`src/design/mdsa_pkg.sv`:
```
// Shared constants and types of the message slot allocator.
package mdsa_pkg;

	localparam int SLOT_COUNT_DEF   = 16;
	localparam int HEADER_BYTES_DEF = 16;

	localparam int BYTE_W     = 8;
	localparam int REF_W      = 16;
	localparam int LEN_W      = 9;
	localparam int TIME_W     = 32;
	localparam int SLOT_OUT_W = 4;
	localparam int CFG_IDX_W  = 1;
	localparam int CFG_DATA_W = 8;

	localparam logic [CFG_IDX_W-1:0] REG_ANNOUNCEMENT = 1'b0;
	localparam logic [CFG_IDX_W-1:0] REG_SIGNATURE    = 1'b1;

	localparam logic [CFG_DATA_W-1:0] ANNOUNCEMENT_RST = 8'd0;
	localparam logic [CFG_DATA_W-1:0] SIGNATURE_RST    = 8'd1;

	localparam logic FUNC_REMEMBER = 1'b0;
	localparam logic FUNC_FORGET   = 1'b1;

	// One slot as seen by the compare unit; an invalid slot reads as zero.
	typedef struct packed {
		logic             valid;
		logic [REF_W-1:0] reference;
		logic [LEN_W-1:0] length;
	} slot_entry_t;

	// Outcome of comparing one slot against the key.
	typedef struct packed {
		logic hit;
		logic free;
	} slot_cmp_t;

endpackage

```
`src/design/mdsa_match.sv`:
```
// Shared compare unit: tests one slot against the key and reports whether it is free.
module mdsa_match import mdsa_pkg::*; (
	input  slot_entry_t      entry,
	input  logic [REF_W-1:0] key_ref,
	input  logic [LEN_W-1:0] key_len,
	output slot_cmp_t        result
);

	always_comb begin
		result.hit  = (entry.reference == key_ref) && (entry.length == key_len);
		result.free = !entry.valid;
	end

endmodule

```
`config.mk`:
```
export PLATFORM = sky130hd
export DESIGN_NAME = mdsa_match
export DESIGN_NICKNAME = d
export VERILOG_FILES = /design/src/design/mdsa_pkg.sv /design/src/design/mdsa_match.sv
export SDC_FILE = /design/constraint.sdc
export NUM_CORES = 1
export LEC_CHECK = 0
export ABC_AREA = 1
export BUFFER_PORTS_ARGS = -buffer_cell sky130_fd_sc_hd__buf_2
export CAP_MARGIN = 20
export CORE_UTILIZATION = 36
export DETAILED_ROUTE_END_ITERATION = 8
export PLACE_DENSITY = 0.84
export SLEW_MARGIN = 5
export SYNTH_ARGS = -nofsm -noshare
export SYNTH_HDL_FRONTEND = slang
export SYNTH_SLANG_ARGS = --single-unit
```
`constraint.sdc`:
```
create_clock -name vclk -period 0.8
set_input_delay 0.12 -clock vclk [all_inputs]
set_output_delay 0.12 -clock vclk [all_outputs]
set_load 0.05 [all_outputs]
```
==> metrics.cfg <==
[run_status]
outcome=complete, but fails checks
violations=negative setup slack

[die]
die_h_um=38.63
rows=12
num_io_pins=53
die_w_um=38.63
core_area_um2=1171
die_area_um2=1492
start_util_pct=41.24

[final_layout]
finish.net_count=225
seqCellArea_um2=0
multiInputGateArea_um2=384.1
n_fill_cell=103
final_area_um2=824.5
layout_common_cells=nand2_1 (57), buf_2 (50), inv_1 (35), nor2_1 (13), xnor2_1 (6)
clkbuf_count=0
antenna_cells=0
final_common_cell=nand2_1
final_cells=186
fin_util_pct=70.41
design.seq.count=0
area.growth.synth_to_final_pct=70.73
drive_gt1_share_pct=34.88

[global_route]
grt_max_degree=3
antenna_found_initial=0
gr-total-overflow=0
grt_pass1_vias=585
grt_pass1_wl_um=1842
grt.total_usage_pct=16.29

[pwr]
ir_drop_mv=0.2112
power.total_uw=349.0
powerDensity_nw_per_um2=423.2
leakage_uw=0.0006149

[drt]
drtAntennaViolNets=0
routedWlPerCell_um=6.715
drt-pass1-iter-count=4
drcViolationCount=0
wirelength_um=1249
drtIter0Drc=14
via_count=761
avgViaCountPerCell=4.091

[timing]
worst_pin_slew_ns=0.2481
fin_crit_ns=1.095
fin_setup_tns_ns=-0.2955
rsz0062_at_grt=yes
clock.fmax_mhz=912.9
timing.final.ws_setup_ns=-0.2955
period_share_pct=136.9
hold_viol=0
slew_headroom_pct=83.57
setup_viol=1
final-max-slew-violation-count=0

[flow_run]
maxCapViolCount=0

[clocking]
ctsHoldBuffers=0
cts_setup_buffers=0

[synth]
synth.area.mux_share_pct=0
synth_cell_types=5
synthXorXnorAreaFrac_pct=12.69
postSynthAreaPerCell_um2=4.059
yosys.area_share.simple_pct=60.10
synth_fa_ha_area_share_pct=0
syn_inst=119
synth_compound_area_share_pct=0
ys_seq_area_share_pct=0
yosys_warnings=0
synth_top_family_by_area=simple AND/OR/NAND/NOR gates
synthesis.nets=170
syn_area_um2=483.0

[critical_path]
crit_required_ns=0.68
arrival_ns=0.98
criticalPathCategory=input port to primary output
worst-path-max-fanout=2
cp-end-kind=primary output
crit_path_start_kind=input port

[min_path]
hold_path_class=input port to primary output

[placed_design]
dp.cells=186
postPlaceCellArea_um2=773.2
dp_hpwl_um=1097
gp_congestion=0.6839
port_buffers=53

## cells by family (layout without fill, tap and decap cells)
group	Yosys count	count (layout)
xor+xnor	7	7
buf+inv	35	88
simple gates	77	77
## worst paths after layout
path	from	endpoint	slack, ns	depth (start not counted)
worst max-delay path	entry[22]	result[1]	-0.30	9
worst min-delay path	entry[25]	result[0]	0.54	3
## cell type report
cell class         count  area share, %
multi-input cells     84          46.59
repair buffers        53          35.36
inverters             35          15.93
well taps             14          2.124
## per-stage QoR
step,setup slack [ns],hold slack [ns]
floorplan,-0.1265,0.4165
global placement,-0.3490,0.5333
detailed placement,-0.3635,0.5337
CTS,-0.2789,0.5361
global route,-0.3623,0.5498
finish,-0.2955,0.5366
## synth_stat cells (all sizes together)
cell type / n / area, um2
nand3: 1 / 5.000
inv: 35 / 131.4
nand2: 59 / 221.5
nor2: 17 / 63.81
xnor2: 7 / 61.31
## power by group
part           leakage, uW  internal [uW]  switching [uW]
registers                0              0               0
clock network            0              0               0
logic             0.000615            186             163
## worst max-delay path, cell delays in order
cell	delay (ns)
buf_8	0.10
nor2_4	0.09
nor2_2	0.03
nor2_1	0.10
nand2_1	0.07
nor2_2	0.13
nand2_2	0.07
nor2_4	0.11
buf_8	0.15
## per-layer routing
| metal | GRT usage, % | vias up | routed length [um] |
|---|---|---|---|
| li1 | - | 429 | - |
| met1 | 16.44 | 297 | 486 |
| met2 | 36.67 | 35 | 646 |
| met3 | 0.5780 | 0 | 116 |
| met4 | 0 | 0 | 0 |
| met5 | 0 | - | 0 |
## timing repair
action / in CTS / in global routing
pin swaps: 0 / 8
gates resized for setup: 2 / 11
gates cloned: 0 / 0
endpoints found under the setup margin: 1 / 1
endpoints found under the hold margin: 0 / 0
No activity file was read; power rests on OpenSTA's default activity.
