--- src/design/mdsa_pkg.sv ---
// Shared constants and types of the message slot allocator.
package mdsa_pkg;

	localparam int SLOT_COUNT_DEF   = 16;
	localparam int HEADER_BYTES_DEF = 16;

	localparam int BYTE_W     = 8;
	localparam int REF_W      = 16;
	localparam int LEN_W      = 9;
	localparam int TIME_W     = 32;
	localparam int SLOT_OUT_W = 4;
	localparam int CFG_IDX_W  = 1;
	localparam int CFG_DATA_W = 8;

	localparam logic [CFG_IDX_W-1:0] REG_ANNOUNCEMENT = 1'b0;
	localparam logic [CFG_IDX_W-1:0] REG_SIGNATURE    = 1'b1;

	localparam logic [CFG_DATA_W-1:0] ANNOUNCEMENT_RST = 8'd0;
	localparam logic [CFG_DATA_W-1:0] SIGNATURE_RST    = 8'd1;

	localparam logic FUNC_REMEMBER = 1'b0;
	localparam logic FUNC_FORGET   = 1'b1;

	// One slot as seen by the compare unit; an invalid slot reads as zero.
	typedef struct packed {
		logic             valid;
		logic [REF_W-1:0] reference;
		logic [LEN_W-1:0] length;
	} slot_entry_t;

	// Outcome of comparing one slot against the key.
	typedef struct packed {
		logic hit;
		logic free;
	} slot_cmp_t;

endpackage

--- src/design/mdsa_slot_mem.sv ---
// Slot table: valid flags in flip-flops, reference, length and time in a memory.
module mdsa_slot_mem import mdsa_pkg::*; #(
	parameter int SLOT_COUNT = SLOT_COUNT_DEF
) (
	input  logic                          clk,
	input  logic                          arst_n,
	input  logic                          clear,
	input  logic                          rd_en,
	input  logic [$clog2(SLOT_COUNT)-1:0] rd_addr,
	output slot_entry_t                   rd_entry,
	input  logic                          wr_en,
	input  logic [$clog2(SLOT_COUNT)-1:0] wr_addr,
	input  logic [REF_W-1:0]              wr_ref,
	input  logic [LEN_W-1:0]              wr_len,
	input  logic [TIME_W-1:0]             wr_time
);

	logic [SLOT_COUNT-1:0] valid_q;
	logic [REF_W-1:0]      ref_mem  [SLOT_COUNT];
	logic [LEN_W-1:0]      len_mem  [SLOT_COUNT];
	logic [TIME_W-1:0]     time_mem [SLOT_COUNT];
	logic                  rd_valid_q;
	logic [REF_W-1:0]      rd_ref_q;
	logic [LEN_W-1:0]      rd_len_q;

	always_ff @(posedge clk or negedge arst_n) begin
		if (!arst_n) begin
			valid_q <= '0;
		end else if (clear) begin
			valid_q <= '0;
		end else if (wr_en) begin
			valid_q[wr_addr] <= 1'b1;
		end
	end

	always_ff @(posedge clk) begin
		if (wr_en) begin
			ref_mem[wr_addr]  <= wr_ref;
			len_mem[wr_addr]  <= wr_len;
			time_mem[wr_addr] <= wr_time;
		end
	end

	always_ff @(posedge clk) begin
		if (rd_en) begin
			rd_valid_q <= valid_q[rd_addr];
			rd_ref_q   <= ref_mem[rd_addr];
			rd_len_q   <= len_mem[rd_addr];
		end
	end

	// A slot that was never written since the last clear reads as all zero.
	always_comb begin
		rd_entry.valid     = rd_valid_q;
		rd_entry.reference = rd_valid_q ? rd_ref_q : '0;
		rd_entry.length    = rd_valid_q ? rd_len_q : '0;
	end

endmodule

--- config.mk ---
export PLATFORM = sky130hd
export DESIGN_NAME = mdsa_slot_mem
export DESIGN_NICKNAME = d
export VERILOG_FILES = /design/src/design/mdsa_pkg.sv /design/src/design/mdsa_slot_mem.sv
export SDC_FILE = /design/constraint.sdc
export NUM_CORES = 1
export LEC_CHECK = 0
export BUFFER_PORTS_ARGS = -buffer_cell sky130_fd_sc_hd__buf_2
export CORE_MARGIN = 2
export CORE_UTILIZATION = 35
export DETAILED_ROUTE_END_ITERATION = 6
export GPL_TIMING_DRIVEN = 0
export MAX_ROUTING_LAYER = met4
export PLACE_DENSITY = 0.59
export SLEW_MARGIN = 25
export SYNTH_ARGS = -nofsm -noshare
export SYNTH_HDL_FRONTEND = slang
export SYNTH_SLANG_ARGS = --single-unit
--- constraint.sdc ---
create_clock -name clk -period 1.8 [get_ports clk]
set_input_delay 0.27 -clock clk [delete_from_list [all_inputs] [get_ports clk]]
set_output_delay 0.27 -clock clk [all_outputs]
set_load 0.02 [all_outputs]
==> results of run 1 <==
## layout by cell type (no fill, tap or decap), types with 2 or more instances in the layout
cell	synthesis	routed
sky130_fd_sc_hd__nand3b_1	2	2
sky130_fd_sc_hd__clkinv_1	0	11
sky130_fd_sc_hd__mux4_2	76	76
sky130_fd_sc_hd__nor2b_1	4	4
sky130_fd_sc_hd__edfxtp_1	426	426
sky130_fd_sc_hd__nand2b_1	2	2
sky130_fd_sc_hd__a21oi_1	12	12
sky130_fd_sc_hd__and2_4	0	14
sky130_fd_sc_hd__nand2_1	27	27
sky130_fd_sc_hd__buf_8	1	7
sky130_fd_sc_hd__clkinv_2	0	5
sky130_fd_sc_hd__clkbuf_1	9	20
sky130_fd_sc_hd__nor2_1	30	18
sky130_fd_sc_hd__buf_4	6	8
sky130_fd_sc_hd__bufinv_16	0	2
sky130_fd_sc_hd__dfrtp_1	16	16
sky130_fd_sc_hd__and2_1	26	12
sky130_fd_sc_hd__buf_12	6	14
sky130_fd_sc_hd__clkbuf_16	0	47
sky130_fd_sc_hd__mux4_1	28	28
sky130_fd_sc_hd__buf_2	15	61
sky130_fd_sc_hd__nor2_4	0	12
sky130_fd_sc_hd__nor3_4	0	4
sky130_fd_sc_hd__buf_6	1	20
sky130_fd_sc_hd__a22oi_1	52	52
sky130_fd_sc_hd__a31oi_1	4	4
sky130_fd_sc_hd__buf_16	0	12
sky130_fd_sc_hd__clkbuf_4	4	4
sky130_fd_sc_hd__and3b_1	2	2
## Yosys cell counts
cell type | instances | area share [%]
sky130_fd_sc_hd__nand2b_1 | 2 | 0.074
sky130_fd_sc_hd__nand2_1 | 27 | 0.60
sky130_fd_sc_hd__buf_8 | 1 | 0.089
sky130_fd_sc_hd__or3b_2 | 1 | 0.052
sky130_fd_sc_hd__buf_4 | 6 | 0.27
sky130_fd_sc_hd__nor3_1 | 4 | 0.12
sky130_fd_sc_hd__nor2_1 | 30 | 0.66
sky130_fd_sc_hd__and3b_1 | 2 | 0.10
sky130_fd_sc_hd__buf_2 | 15 | 0.44
sky130_fd_sc_hd__nand3_1 | 1 | 0.030
sky130_fd_sc_hd__dfrtp_1 | 16 | 2.4
sky130_fd_sc_hd__clkbuf_1 | 9 | 0.20
sky130_fd_sc_hd__buf_12 | 6 | 0.71
sky130_fd_sc_hd__a21oi_1 | 12 | 0.35
sky130_fd_sc_hd__nor2b_1 | 4 | 0.15
sky130_fd_sc_hd__nand3b_1 | 2 | 0.089
sky130_fd_sc_hd__nor3b_1 | 1 | 0.044
sky130_fd_sc_hd__clkbuf_4 | 4 | 0.18
sky130_fd_sc_hd__and2_1 | 26 | 0.96
sky130_fd_sc_hd__a22oi_1 | 52 | 2.3
sky130_fd_sc_hd__mux4_2 | 76 | 10
sky130_fd_sc_hd__mux4_1 | 28 | 4.3
sky130_fd_sc_hd__buf_6 | 1 | 0.066
sky130_fd_sc_hd__edfxtp_1 | 426 | 76
sky130_fd_sc_hd__and3_1 | 1 | 0.037
sky130_fd_sc_hd__a31oi_1 | 4 | 0.15
## metrics by stage
stage / utilization [%] / hold WS, ns
floorplan: - / -0.0256
global placement: 37.9 / 0.197
detailed placement: 39.0 / 0.197
CTS: 42.4 / 0.0673
global route: 42.5 / 0.105
finish: 42.5 / 0.0989
## metal layers
layer / part of all wire (%) / track usage [%]
met2: 51 / 26.3
met4: 1.5 / 3.27
met5: 0 / -
met3: 4.1 / 2.22
met1: 44 / 21.7
## final cells by class
class / instances / area (sq um) / area share, %
buffer: 42 / 363 / 1.79
clock buffer: 59 / 1180 / 5.81
clock inverter: 19 / 134 / 0.659
multi-input combinational: 273 / 3590 / 17.7
sequential: 442 / 13200 / 65.0
tap: 615 / 769 / 3.79
timing repair buffer: 95 / 1070 / 5.29
## where the power goes
group          internal [mW]  total (mW)  switching [mW]
clock network           4.86        8.50            3.64
logic                  0.527        1.24           0.715
registers               11.5        11.6          0.0546
total                   16.9        21.3            4.41
## worst paths after layout
check	to	cells after the start
max in group asynchronous	valid_q[0]$_DFFE_PN0P_	2
min	valid_q[4]$_DFFE_PN0P_	2
min reg2reg	valid_q[12]$_DFFE_PN0P_	2
max	rd_entry[18]	4
max reg2reg	rd_ref_q[13]$_DFFE_PP_	3
min in group asynchronous	valid_q[11]$_DFFE_PN0P_	2
## cell families after synthesis
family                 share of synthesized area [%]
buffers and inverters                           1.95
DFF                                             77.9
muxes                                           14.4
AOI/OAI and AO/OA                               2.81
and+or+nand+nor                                 2.92
## worst reg2reg max path: stages, from the launching register on
cell	delay (ns)
sky130_fd_sc_hd__edfxtp_1	0.37
sky130_fd_sc_hd__mux4_2	0.47
sky130_fd_sc_hd__a22oi_1	0.33
sky130_fd_sc_hd__nand2_1	0.12
## repair_timing
action                     in CTS  in global routing
gates resized for setup        52                  0
buffers inserted                7                  4
gates cloned                    1                  0
setup endpoints to repair     127                 77
hold buffers                    1                  0
pin swaps                       4                  4
hold endpoints to repair       16                  0
## flip-flops by register name, indices dropped and copies added (netlist names)
| name | count |
|---|---|
| len_mem | 144 |
| rd_len_q | 9 |
| rd_ref_q | 16 |
| rd_valid_q | 1 |
| ref_mem | 256 |
| valid_q | 16 |
==> tab_implementation.tex, run 1 <==
\begin{tabular}{lr}
\hline
Metric & Value \\
\hline
\multicolumn{2}{l}{\textbf{Floorplanning}} \\
I/O Pins & 96 \\
Die extent in x & 224 um \\
Standard cell core area & about 0.048 sq mm \\
Die H & 224 um \\
Floorplan row count & 80 \\
Initial Util & a little over a third \\
Floorplan die area & approximately 0.05 sq mm \\
\multicolumn{2}{l}{\textbf{STA}} \\
Final worst path period share & 103\% \\
Total count of max-transition violations in the final report & 0 \\
Achievable Freq & $\sim$540 MHz \\
Shortest period the worst path allows & 1.85 ns \\
Final hold violations & 0 \\
Slew of the pin with the lowest slew margin & between 0.9 and 1 ns \\
Setup Total Neg Slack & -0.504 ns \\
Final setup slack of the worst path & -0.0491 ns \\
Finish-stage setup viols & 13 \\
Worst relative slew slack & between 30\% and 40\% \\
Largest clock skew in the final design & around 0.012 ns \\
Unrepaired setup endpoints after global routing & yes \\
\multicolumn{2}{l}{\textbf{Setup path}} \\
Crit-path leading delay family & buffers and inverters \\
Worst setup EP type & output pin \\
Setup slack, reg-to-reg & 0.24 ns \\
Critical Setup Path Class & reg -> out \\
Startpoint of the most critical register-to-register path & ref\_mem[0][13]\$\_DFFE\_PP\_ \\
CP cell instances & buf\_6, clkbuf\_16, and2\_4, buf\_6 \\
Critical path required time & 1.53 ns \\
Crit path max fanout & 5 \\
Crit path launch & rd\_valid\_q\$\_DFFE\_PP\_ \\
Biggest cell delay along the critical path & between 0.4 and 0.5 ns \\
Cell type of the slowest stage on the worst timing path & sky130\_fd\_sc\_hd\_\_edfxtp\_1 \\
Count of buffering cells on the critical path with inverters included & 3 \\
Crit path launch type & register \\
CP Data Arrival Time & between 1.5 and 2 ns \\
Most used cell, CP & sky130\_fd\_sc\_hd\_\_buf\_6 \\
\multicolumn{2}{l}{\textbf{Routing}} \\
WL per Instance & 24.9 um \\
Number of optimization iterations in the first detailed-route pass & 7 \\
DRC & 3 \\
Vias per inst & approximately 5.3 \\
Routed Antenna Nets & 0 \\
Total vias in the final route & 8131 \\
Starting DRT DRC Count & approximately 910 \\
Wire length after detailed routing & about 38 mm \\
\multicolumn{2}{l}{\textbf{Clock tree}} \\
Clock slew at reported path FFs & around 0.060 ns \\
Root Buffer & sky130\_fd\_sc\_hd\_\_clkbuf\_16 \\
Depth of the CTS H-tree & 2 \\
Cts bufs inserted & 44 \\
Insertion delay of the later-clocked pin in the worst-skew pair & 0.53 ns \\
Num Clock Sinks & about 440 \\
Worst-case clock buffer depth & 3 \\
Clock tree from TritonCTS & built \\
\multicolumn{2}{l}{\textbf{Finish}} \\
Count of filler cells inserted in the layout & between 4000 and 5000 \\
Share of cells above drive strength 1 & about 31\% \\
Post-route non-filler standard cell count & approximately 1500 \\
Post-route cell area & between 0.02 and 0.025 sq mm \\
Net count, final & slightly below 1000 \\
Antenna Cells & 0 \\
Area grow syn2layout & 19.8\% \\
\multicolumn{2}{l}{\textbf{GRT}} \\
Number of antenna violations at the first check in global routing & 0 \\
Overflow after GRT & 0 \\
Global-route wire length before repair & between 50 and 60 mm \\
Largest net degree at the start of global routing & 27 \\
GRT Util Overall & between 15 and 20\% \\
Via count of the first global-routing pass & 8591 \\
\multicolumn{2}{l}{\textbf{Placement}} \\
Instance area at placement & 0.0186 sq mm \\
Port buffer count & 60 \\
Placed instance count & approximately 1500 \\
HPWL after DPL & 25.2 mm \\
Worst slack, placed & -0.849 ns \\
Final GP Congestion & around 0.74 \\
\multicolumn{2}{l}{\textbf{Pwr}} \\
Peak supply drop & between 0.0006 and 0.0007 V \\
Leakage dissipation & around 6.7 nW \\
Total chip power & around 21 mW \\
Power Density & about 1100 mW/mm\^{}2 \\
\multicolumn{2}{l}{\textbf{Status}} \\
Run status & finished with violations \\
Violations in the final reports & DRC, setup timing \\
\multicolumn{2}{l}{\textbf{Logic synthesis}} \\
Post-synthesis sequential element count & between 400 and 500 \\
Synth Instances & around 760 \\
Distinct cell type count of the synthesized netlist & 26 \\
Average cell area after synthesis & 22.4 sq um \\
Seq/Total Area, Yosys & between 70\% and 80\% \\
Mapped cell area & around 0.017 sq mm \\
Number of warnings printed during yosys synthesis & 0 \\
Mapped Nets & roughly 830 \\
\multicolumn{2}{l}{\textbf{Worst hold path}} \\
Start point of the worst hold path & clear \\
Hold crit path type & in -> reg \\
\multicolumn{2}{l}{\textbf{Run}} \\
Max-cap violations & 0 \\
\hline
\end{tabular}
(Power assumes the default switching activity.)
==> run 2, diff against run 1 <==
--- a/config.mk
+++ b/config.mk
@@ -5,13 +5,14 @@
 export SDC_FILE = /design/constraint.sdc
 export NUM_CORES = 1
 export LEC_CHECK = 0
+export ABC_AREA = 1
 export BUFFER_PORTS_ARGS = -buffer_cell sky130_fd_sc_hd__buf_2
 export CORE_MARGIN = 2
 export CORE_UTILIZATION = 35
 export DETAILED_ROUTE_END_ITERATION = 6
 export GPL_TIMING_DRIVEN = 0
 export MAX_ROUTING_LAYER = met4
-export PLACE_DENSITY = 0.59
+export PLACE_DENSITY = 0.58
 export SLEW_MARGIN = 25
 export SYNTH_ARGS = -nofsm -noshare
 export SYNTH_HDL_FRONTEND = slang
==> run 2 against run 1 <==
- the run ends with setup timing left
- largest power group unchanged
- largest cell class unchanged
- worst setup slack got worse by 0.062 ns
- count of clock-buffer cells in the layout grew 4
- clock power up 6.4%
- synthesized cell count increased by 140%
- power up 4.9%
==> tab_implementation.tex, run 2 <==
\begin{tabular}{lr}
\hline
Metric & Value \\
\hline
\multicolumn{2}{l}{\textbf{Status}} \\
Run status & finished with violations \\
Violations in the final reports & setup timing \\
\multicolumn{2}{l}{\textbf{Logic synthesis}} \\
Dominant cell type by area after synthesis & sky130\_fd\_sc\_hd\_\_edfxtp\_1 \\
Top area cells in the synthesized netlist & sky130\_fd\_sc\_hd\_\_edfxtp\_1, sky130\_fd\_sc\_hd\_\_nand2\_1, sky130\_fd\_sc\_hd\_\_nand3\_1, sky130\_fd\_sc\_hd\_\_inv\_1, sky130\_fd\_sc\_hd\_\_dfrtp\_1 \\
Synthesized-area fraction occupied by ao, oa, aoi and oai cells & 0.398\% (-2.4 points) \\
Async set-reset flop share out of synthesis & 3.62\% (unchanged) \\
Number of warnings printed during yosys synthesis & 0 (unchanged) \\
Most instantiated flip-flop cell in the synthesis netlist & sky130\_fd\_sc\_hd\_\_edfxtp\_1 \\
Post-synthesis sequential element count & 442 (unchanged) \\
Average cell area after synthesis & 10.4 sq um (-54\%) \\
Seq/Total Area, Yosys & 70.0\% (-7.9 points) \\
Proportion of synthesized area in mux cells & 0\% (-14 points) \\
Distinct cell type count of the synthesized netlist & 15 (-42\%) \\
Most numerous cell in the Yosys netlist & sky130\_fd\_sc\_hd\_\_nand2\_1 \\
Combinational family with the most area after synthesis & simple AND/OR/NAND/NOR gates \\
EDFF count, synth & 426 (unchanged) \\
Adder-cell area share of the yosys netlist & 0\% (unchanged) \\
Parity-gate share of the synthesized area counting xor and xnor cells & 0\% (unchanged) \\
Mapped Nets & 1890 (+130\%) \\
Area share of the largest cell type after synthesis & 67.9\% (-7.6 points) \\
Mapped cell area & 0.0188 sq mm (+11\%) \\
Post-Synth Simple-Gate Area & 20.2\% (+17 points) \\
Synth top cells by count & sky130\_fd\_sc\_hd\_\_nand2\_1, sky130\_fd\_sc\_hd\_\_edfxtp\_1, sky130\_fd\_sc\_hd\_\_inv\_1 \\
Synth Instances & 1820 (+140\%) \\
\multicolumn{2}{l}{\textbf{STA}} \\
Setup Total Neg Slack & -1.93 ns (-1.43 ns) \\
Worst relative slew slack & 30.2\% (-8.6 points) \\
Final worst path period share & 106\% (+3.4 points) \\
Shortest period the worst path allows & 1.91 ns (+0.0617 ns) \\
Finish-stage setup viols & 25 (+12) \\
Worst hold slack across all endpoints & 0.0439 ns (-0.0549 ns) \\
Final setup slack of the worst path & -0.111 ns (-0.0617 ns) \\
Final hold violations & 0 (unchanged) \\
Slew of the pin with the lowest slew margin & 1.05 ns (+0.130 ns) \\
Achievable Freq & 523 MHz (-3.2\%) \\
Unrepaired setup endpoints after global routing & yes \\
Total count of max-transition violations in the final report & 0 (unchanged) \\
Largest clock skew in the final design & 0.0224 ns (+0.0107 ns) \\
\multicolumn{2}{l}{\textbf{Setup path}} \\
Cell type of the slowest stage on the worst timing path & sky130\_fd\_sc\_hd\_\_edfxtp\_1 \\
Most used cell, CP & sky130\_fd\_sc\_hd\_\_clkbuf\_16 \\
Crit path max fanout & 6 (+1) \\
CP cell instances & clkbuf\_16, clkbuf\_16, nand2\_4, inv\_2, buf\_6 \\
CP Data Arrival Time & 1.64 ns (+0.06 ns) \\
Critical Setup Path Class & reg -> out \\
Crit-path leading delay family & buffers and inverters \\
Count of buffering cells on the critical path with inverters included & 4 (+1) \\
Crit path launch type & register \\
Biggest cell delay along the critical path & 0.41 ns (-0.03 ns) \\
Critical path required time & 1.53 ns (about the same) \\
Worst setup EP type & output pin \\
\multicolumn{2}{l}{\textbf{Routing}} \\
DRC & 0 (-3) \\
Number of optimization iterations in the first detailed-route pass & 7 (unchanged) \\
Wire length after detailed routing & 54.2 mm (+41\%) \\
WL per Instance & 20.3 um (-18\%) \\
Routed Antenna Nets & 0 (unchanged) \\
Vias per inst & 4.83 (-8.2\%) \\
Total vias in the final route & 12895 (+59\%) \\
Starting DRT DRC Count & 1037 (+13\%) \\
\multicolumn{2}{l}{\textbf{GRT}} \\
Largest net degree at the start of global routing & 27 (unchanged) \\
Global-route wire length before repair & 79.5 mm (+39\%) \\
Overflow after GRT & 0 (unchanged) \\
Number of antenna violations at the first check in global routing & 1 (+1) \\
Via count of the first global-routing pass & 12484 (+45\%) \\
GRT Util Overall & 20.1\% (+4.0 points) \\
\multicolumn{2}{l}{\textbf{Clock tree}} \\
Num Clock Sinks & 442 (unchanged) \\
Root Buffer & sky130\_fd\_sc\_hd\_\_clkbuf\_16 \\
Depth of the CTS H-tree & 2 (unchanged) \\
Worst-case clock buffer depth & 3 (unchanged) \\
Cts bufs inserted & 47 (+6.8\%) \\
Insertion delay of the later-clocked pin in the worst-skew pair & 0.58 ns (+0.05 ns) \\
Clock slew at reported path FFs & 0.06 ns (about the same) \\
Clock tree from TritonCTS & built \\
\multicolumn{2}{l}{\textbf{Pwr}} \\
Switch share & 23.2\% (+2.6 points) \\
Power Density & 1020 mW/mm\^{}2 (-3.1\%) \\
Clock share of power & 40.4\% (+0.6 points) \\
Internal Dissipation & 17.2 mW (+1.5\%) \\
Peak supply drop & 0.000588 V (-9.4\%) \\
Proportion of power drawn by flip-flops and latches & 51.9\% (-2.4 points) \\
Proportion of power drawn by combinational gates & 7.7\% (+1.9 points) \\
Switching power & 5.20 mW (+18\%) \\
Leakage dissipation & 9.56 nW (+42\%) \\
Total chip power & 22.4 mW (+4.9\%) \\
\multicolumn{2}{l}{\textbf{Placement}} \\
Port buffer count & 59 (-1.7\%) \\
Final GP Congestion & 0.843 (+14\%) \\
HPWL after DPL & 33.8 mm (+34\%) \\
\multicolumn{2}{l}{\textbf{Floorplanning}} \\
Floorplan die area & 0.0557 sq mm (+11\%) \\
I/O Pins & 96 (unchanged) \\
Initial Util & 35.2\% (-0.25 points) \\
Standard cell core area & 0.0535 sq mm (+12\%) \\
Floorplan row count & 85 (+6.3\%) \\
Die extent in x & 236 um (+5.4\%) \\
Die H & 236 um (+5.4\%) \\
\multicolumn{2}{l}{\textbf{Finish}} \\
Commonest cells after routing, fill and taps aside & sky130\_fd\_sc\_hd\_\_nand2\_1, sky130\_fd\_sc\_hd\_\_edfxtp\_1, sky130\_fd\_sc\_hd\_\_inv\_1 \\
Share of cells above drive strength 1 & 11.8\% (-19 points) \\
Area grow syn2layout & 16.6\% \\
Largest registers in the final layout & ref\_mem x256, len\_mem x144 \\
Count of filler cells inserted in the layout & 5059 (+24\%) \\
Commonest non-fill, non-tap cell in the layout & sky130\_fd\_sc\_hd\_\_nand2\_1 \\
Net count, final & 2011 (+110\%) \\
Reg with most FFs & ref\_mem \\
Max FFs per register & 256 (unchanged) \\
\multicolumn{2}{l}{\textbf{Worst hold path}} \\
Hold crit path type & in -> reg \\
\multicolumn{2}{l}{\textbf{Run}} \\
Max-cap violations & 0 (unchanged) \\
\hline
\end{tabular}
## run 2: power groups by stage
stage               clock network, mW  registers (mW)  logic (mW)
global placement                    0            11.8        1.55
global route                     9.54            11.6        1.89
detailed placement                  0            11.8        1.60
CTS                              9.15            11.6        1.72
finish                           9.04            11.6        1.73
floorplan                           0            11.8       0.854
## run 2: cells by family after synthesis
kind of cell | Yosys count
buffers and inverters | 454
DFF | 442
and+or+nand+nor | 909
AOI/OAI and AO/OA | 15
## run 2: through the flow
stage                     area (sq um)  std cells  util (%)  worst slack [ns]
after floorplan                  18800       1820         -            -0.321
after global placement           20000       2575      37.4             -1.88
after detailed placement         20300       2583      37.9            -0.659
after CTS                        22000       2669      41.0            -0.129
after global routing             22000       2670      41.1            -0.135
final                            22000       2670      41.1            -0.111
## run 2: worst paths after layout
path,depth (start not counted),end,from,slack [ns]
worst max-delay path,5,rd_entry[17],rd_valid_q$_DFFE_PP_,-0.11
worst min-delay path,2,valid_q[2]$_DFFE_PN0P_,clear,0.04
worst max register to register,6,rd_ref_q[12]$_DFFE_PP_,ref_mem[14][12]$_DFFE_PP_,0.54
worst min register to register,2,valid_q[10]$_DFFE_PN0P_,valid_q[10]$_DFFE_PN0P_,0.51
max in group asynchronous,2,valid_q[6]$_DFFE_PN0P_,arst_n,1.37
min in group asynchronous,2,valid_q[9]$_DFFE_PN0P_,arst_n,0.14
## run 2: final cells by class
cell class / instances / area [sq um] / share of cell area (%)
Clock inverter: 18 / 136 / 0.620
Inverter: 364 / 1370 / 6.21
Timing Repair Buffer: 72 / 678 / 3.08
Tap cell: 696 / 871 / 3.96
Antenna cell: 1 / 2.50 / 0.0114
Multi-Input combinational cell: 924 / 4010 / 18.3
Clock buffer: 63 / 1260 / 5.71
Buffer: 90 / 469 / 2.13
Sequential cell: 442 / 13200 / 60.0
## run 2: worst register-to-register path, delay by kind of cell (launching register included)
family        cells  cell delay (ns)
simple gates      5             0.55
flops             1             0.38
buf+inv           1             0.07
## run 2: layer usage
metal | share of wire [%] | up-vias | GRT usage (%)
li1 | - | 6079 | -
met1 | 42 | 6192 | 25.1
met2 | 48 | 514 | 33.0
met3 | 6.7 | 110 | 3.34
met4 | 3.3 | 0 | 7.20
met5 | 0 | - | -
## run 2: what timing repair did
item                       4_1_cts  5_1_grt
hold endpoints to repair        16        0
gates resized for setup         80        8
setup endpoints to repair       25       25
hold buffers                     1        0
cloned                           2        0
pin swaps                        9        8
buffers inserted                 2        0
==> run 3, diff against run 2 <==
--- a/config.mk
+++ b/config.mk
@@ -13,6 +13,7 @@
 export GPL_TIMING_DRIVEN = 0
 export MAX_ROUTING_LAYER = met4
 export PLACE_DENSITY = 0.58
+export REMOVE_ABC_BUFFERS = 1
 export SLEW_MARGIN = 25
 export SYNTH_ARGS = -nofsm -noshare
 export SYNTH_HDL_FRONTEND = slang
==> run 3 against run 2 <==
- the flow still finishes with violations (setup timing)
- critical path depth stayed put
- first-iteration DRC count is 21% higher
- die area stayed put
- cell area is 0.54% higher
- fmax is 1.7% higher
- routed wire length is 13% lower
- via count is 4.8% lower
- register-to-register slack better by 0.09 ns
- clock skew is 0.013 ns lower
- global-route usage is 2.8 points lower
- sequential power hardly changed
- worst hold slack better by 0.042 ns
- critical path type unchanged
- largest power group unchanged
==> tab_implementation.tex, run 3 (same netlist as run 2, synthesis figures left out) <==
\begin{tabular}{lr}
\hline
Metric & Value \\
\hline
\multicolumn{2}{l}{\textbf{Status}} \\
Run status & finished with violations \\
Violations in the final reports & setup timing \\
\multicolumn{2}{l}{\textbf{Floorplanning}} \\
Floorplan die area & 0.0557 sq mm (unchanged) \\
Initial Util & 35.2\% (unchanged) \\
Die H & 236 um (unchanged) \\
I/O Pins & 96 (unchanged) \\
Die extent in x & 236 um (unchanged) \\
Standard cell core area & 0.0535 sq mm (unchanged) \\
Floorplan row count & 85 (unchanged) \\
\multicolumn{2}{l}{\textbf{Pwr}} \\
Clock share of power & 41.1\% (+0.7 points) \\
Total chip power & 22.4 mW (+0.18\%) \\
Internal Dissipation & 17.4 mW (+1.3\%) \\
Switch share & 22.4\% (-0.86 points) \\
Switching power & 5.02 mW (-3.5\%) \\
Proportion of power drawn by flip-flops and latches & 51.8\% (about the same) \\
Peak supply drop & 0.000688 V (+17\%) \\
Leakage dissipation & 9.55 nW (-0.16\%) \\
Power Density & 1010 mW/mm\^{}2 (-0.36\%) \\
Proportion of power drawn by combinational gates & 7.1\% (-0.6 points) \\
\multicolumn{2}{l}{\textbf{Worst hold path}} \\
Hold-critical path endpoint & valid\_q[11]\$\_DFFE\_PN0P\_ \\
Hold crit path type & in -> reg \\
Number of stages on the worst hold path & 2 (unchanged) \\
Start point of the worst hold path & clear \\
\multicolumn{2}{l}{\textbf{STA}} \\
Achievable Freq & 532 MHz (+1.7\%) \\
Slew of the pin with the lowest slew margin & 1.02 ns (-0.0239 ns) \\
Total count of max-transition violations in the final report & 0 (unchanged) \\
Shortest period the worst path allows & 1.88 ns (-0.0321 ns) \\
Final hold violations & 0 (unchanged) \\
Worst relative slew slack & 31.8\% (+1.6 points) \\
Finish-stage setup viols & 25 (unchanged) \\
Unrepaired setup endpoints after global routing & yes \\
Final worst path period share & 104\% (-1.8 points) \\
Largest clock skew in the final design & 0.00930 ns (-0.0131 ns) \\
Final setup slack of the worst path & -0.0787 ns (+0.0321 ns) \\
\multicolumn{2}{l}{\textbf{Setup path}} \\
Crit path max fanout & 6 (unchanged) \\
Setup slack, reg-to-reg & 0.63 ns (+0.09 ns) \\
CP Data Arrival Time & 1.61 ns (-0.03 ns) \\
Startpoint of the most critical register-to-register path & ref\_mem[0][12]\$\_DFFE\_PP\_ \\
Critical path required time & 1.53 ns (about the same) \\
Critical Setup Path Class & reg -> out \\
Worst R2R Path Depth & 6 (unchanged) \\
Worst setup EP type & output pin \\
Crit path launch type & register \\
FF-to-FF End & rd\_ref\_q[12]\$\_DFFE\_PP\_ \\
\multicolumn{2}{l}{\textbf{Run}} \\
Max-cap violations & 0 (unchanged) \\
\multicolumn{2}{l}{\textbf{Clock tree}} \\
Root Buffer & sky130\_fd\_sc\_hd\_\_clkbuf\_16 \\
Worst-case clock buffer depth & 3 (unchanged) \\
Num Clock Sinks & 442 (unchanged) \\
Clock slew at reported path FFs & 0.06 ns (about the same) \\
Clock tree from TritonCTS & built \\
Insertion delay of the later-clocked pin in the worst-skew pair & 0.56 ns (-0.02 ns) \\
Cts bufs inserted & 48 (+2.1\%) \\
Depth of the CTS H-tree & 2 (unchanged) \\
\multicolumn{2}{l}{\textbf{GRT}} \\
Global-route wire length before repair & 70.7 mm (-11\%) \\
Overflow after GRT & 0 (unchanged) \\
Number of antenna violations at the first check in global routing & 2 (+1) \\
Via count of the first global-routing pass & 11986 (-4.0\%) \\
Largest net degree at the start of global routing & 109 (+300\%) \\
GRT Util Overall & 17.3\% (-2.8 points) \\
\multicolumn{2}{l}{\textbf{Finish}} \\
Commonest cells after routing, fill and taps aside & sky130\_fd\_sc\_hd\_\_nand2\_1, sky130\_fd\_sc\_hd\_\_edfxtp\_1, sky130\_fd\_sc\_hd\_\_inv\_1 \\
Max FFs per register & 256 (unchanged) \\
Reg with most FFs & ref\_mem \\
Net count, final & 1944 (-3.3\%) \\
Largest registers in the final layout & ref\_mem x256, len\_mem x144 \\
Commonest non-fill, non-tap cell in the layout & sky130\_fd\_sc\_hd\_\_nand2\_1 \\
Share of cells above drive strength 1 & 11.0\% (-0.86 points) \\
Utilization of the core after routing & 41.3\% (+0.22 points) \\
Area grow syn2layout & 17.3\% \\
\multicolumn{2}{l}{\textbf{Routing}} \\
Vias per inst & 4.71 (-2.5\%) \\
Routed Antenna Nets & 0 (unchanged) \\
Wire length after detailed routing & 47.2 mm (-13\%) \\
Starting DRT DRC Count & 1253 (+21\%) \\
Number of optimization iterations in the first detailed-route pass & 5 (-2) \\
DRC & 0 (unchanged) \\
WL per Instance & 18.1 um (-11\%) \\
Total vias in the final route & 12276 (-4.8\%) \\
\multicolumn{2}{l}{\textbf{Placement}} \\
HPWL after DPL & 24.7 mm (-27\%) \\
Final GP Congestion & 0.726 (-14\%) \\
Worst slack, placed & -0.890 ns (-0.231 ns) \\
Port buffer count & 63 (+6.8\%) \\
\hline
\end{tabular}
-- run 3: cell count changes in the layout (fill, tap and decap cells not counted), sizes merged --
cell and change:
clkbuf -43, clkinv +12, buf -35, bufinv +1, diode +1
-- run 3: layout make-up --
type	count	area, sq um
fill	4991	31400
sequential	442	13200
multi-input combinational	924	4000
inverter	364	1400
clock buffer	53	1240
timing repair buffer	94	1170
tap	696	871
clock inverter	31	224
antenna	2	5.00
-- run 3: per-stage QoR --
step                instance area, sq um  hold WS [ns]  TNS (ns)  instances
floorplan                          18400       -0.0256    -42.90       1730
global placement                   19600         0.197   -634.46       2489
detailed placement                 20300         0.211    -57.66       2514
CTS                                22000        0.0697    -0.387       2601
global route                       22100        0.0827     -2.16       2606
finish                             22100        0.0859     -1.09       2606
-- run 3: worst max path at each step --
stage | cells past startpoint | start | to
2_1_floorplan | 6 | rd_addr[0] | rd_len_q[0]$_DFFE_PP_
3_3_place_gp | 8 | rd_addr[0] | rd_ref_q[12]$_DFFE_PP_
3_5_place_dp | 4 | rd_addr[3] | rd_ref_q[4]$_DFFE_PP_
4_1_cts | 5 | rd_valid_q$_DFFE_PP_ | rd_entry[23]
5_1_grt | 5 | rd_valid_q$_DFFE_PP_ | rd_entry[23]
6_report | 5 | rd_valid_q$_DFFE_PP_ | rd_entry[23]
-- run 3: repair_timing --
action	4_1_cts	5_1_grt
gates resized for setup	61	24
endpoints found under the hold margin	16	0
setup buffers	2	1
pin swaps	1	1
endpoints found under the setup margin	50	39
hold buffers	1	0
cloned	1	2
-- run 3: power groups by stage --
stage,combinational (mW),clock [mW],sequential [mW]
detailed placement,1.46,0,11.8
global route,1.77,9.82,11.6
global placement,1.38,0,11.8
finish,1.59,9.22,11.6
floorplan,0.705,0,11.8
CTS,1.55,9.38,11.6
-- run 3: per-layer routing --
layer  routed length, um  track usage (%)  up-vias
met5                   0                -        -
met4                1270             5.54        0
met3                3260             2.77       89
met2               21600             26.8      423
met1               21000             23.2     5819
li1                    -                -     5945
-- run 3: critical path: stages (launching register included) --
cell	delay, ns
sky130_fd_sc_hd__edfxtp_1	0.46
sky130_fd_sc_hd__buf_12	0.19
sky130_fd_sc_hd__buf_16	0.16
sky130_fd_sc_hd__nand2_4	0.08
sky130_fd_sc_hd__inv_2	0.04
sky130_fd_sc_hd__buf_6	0.12
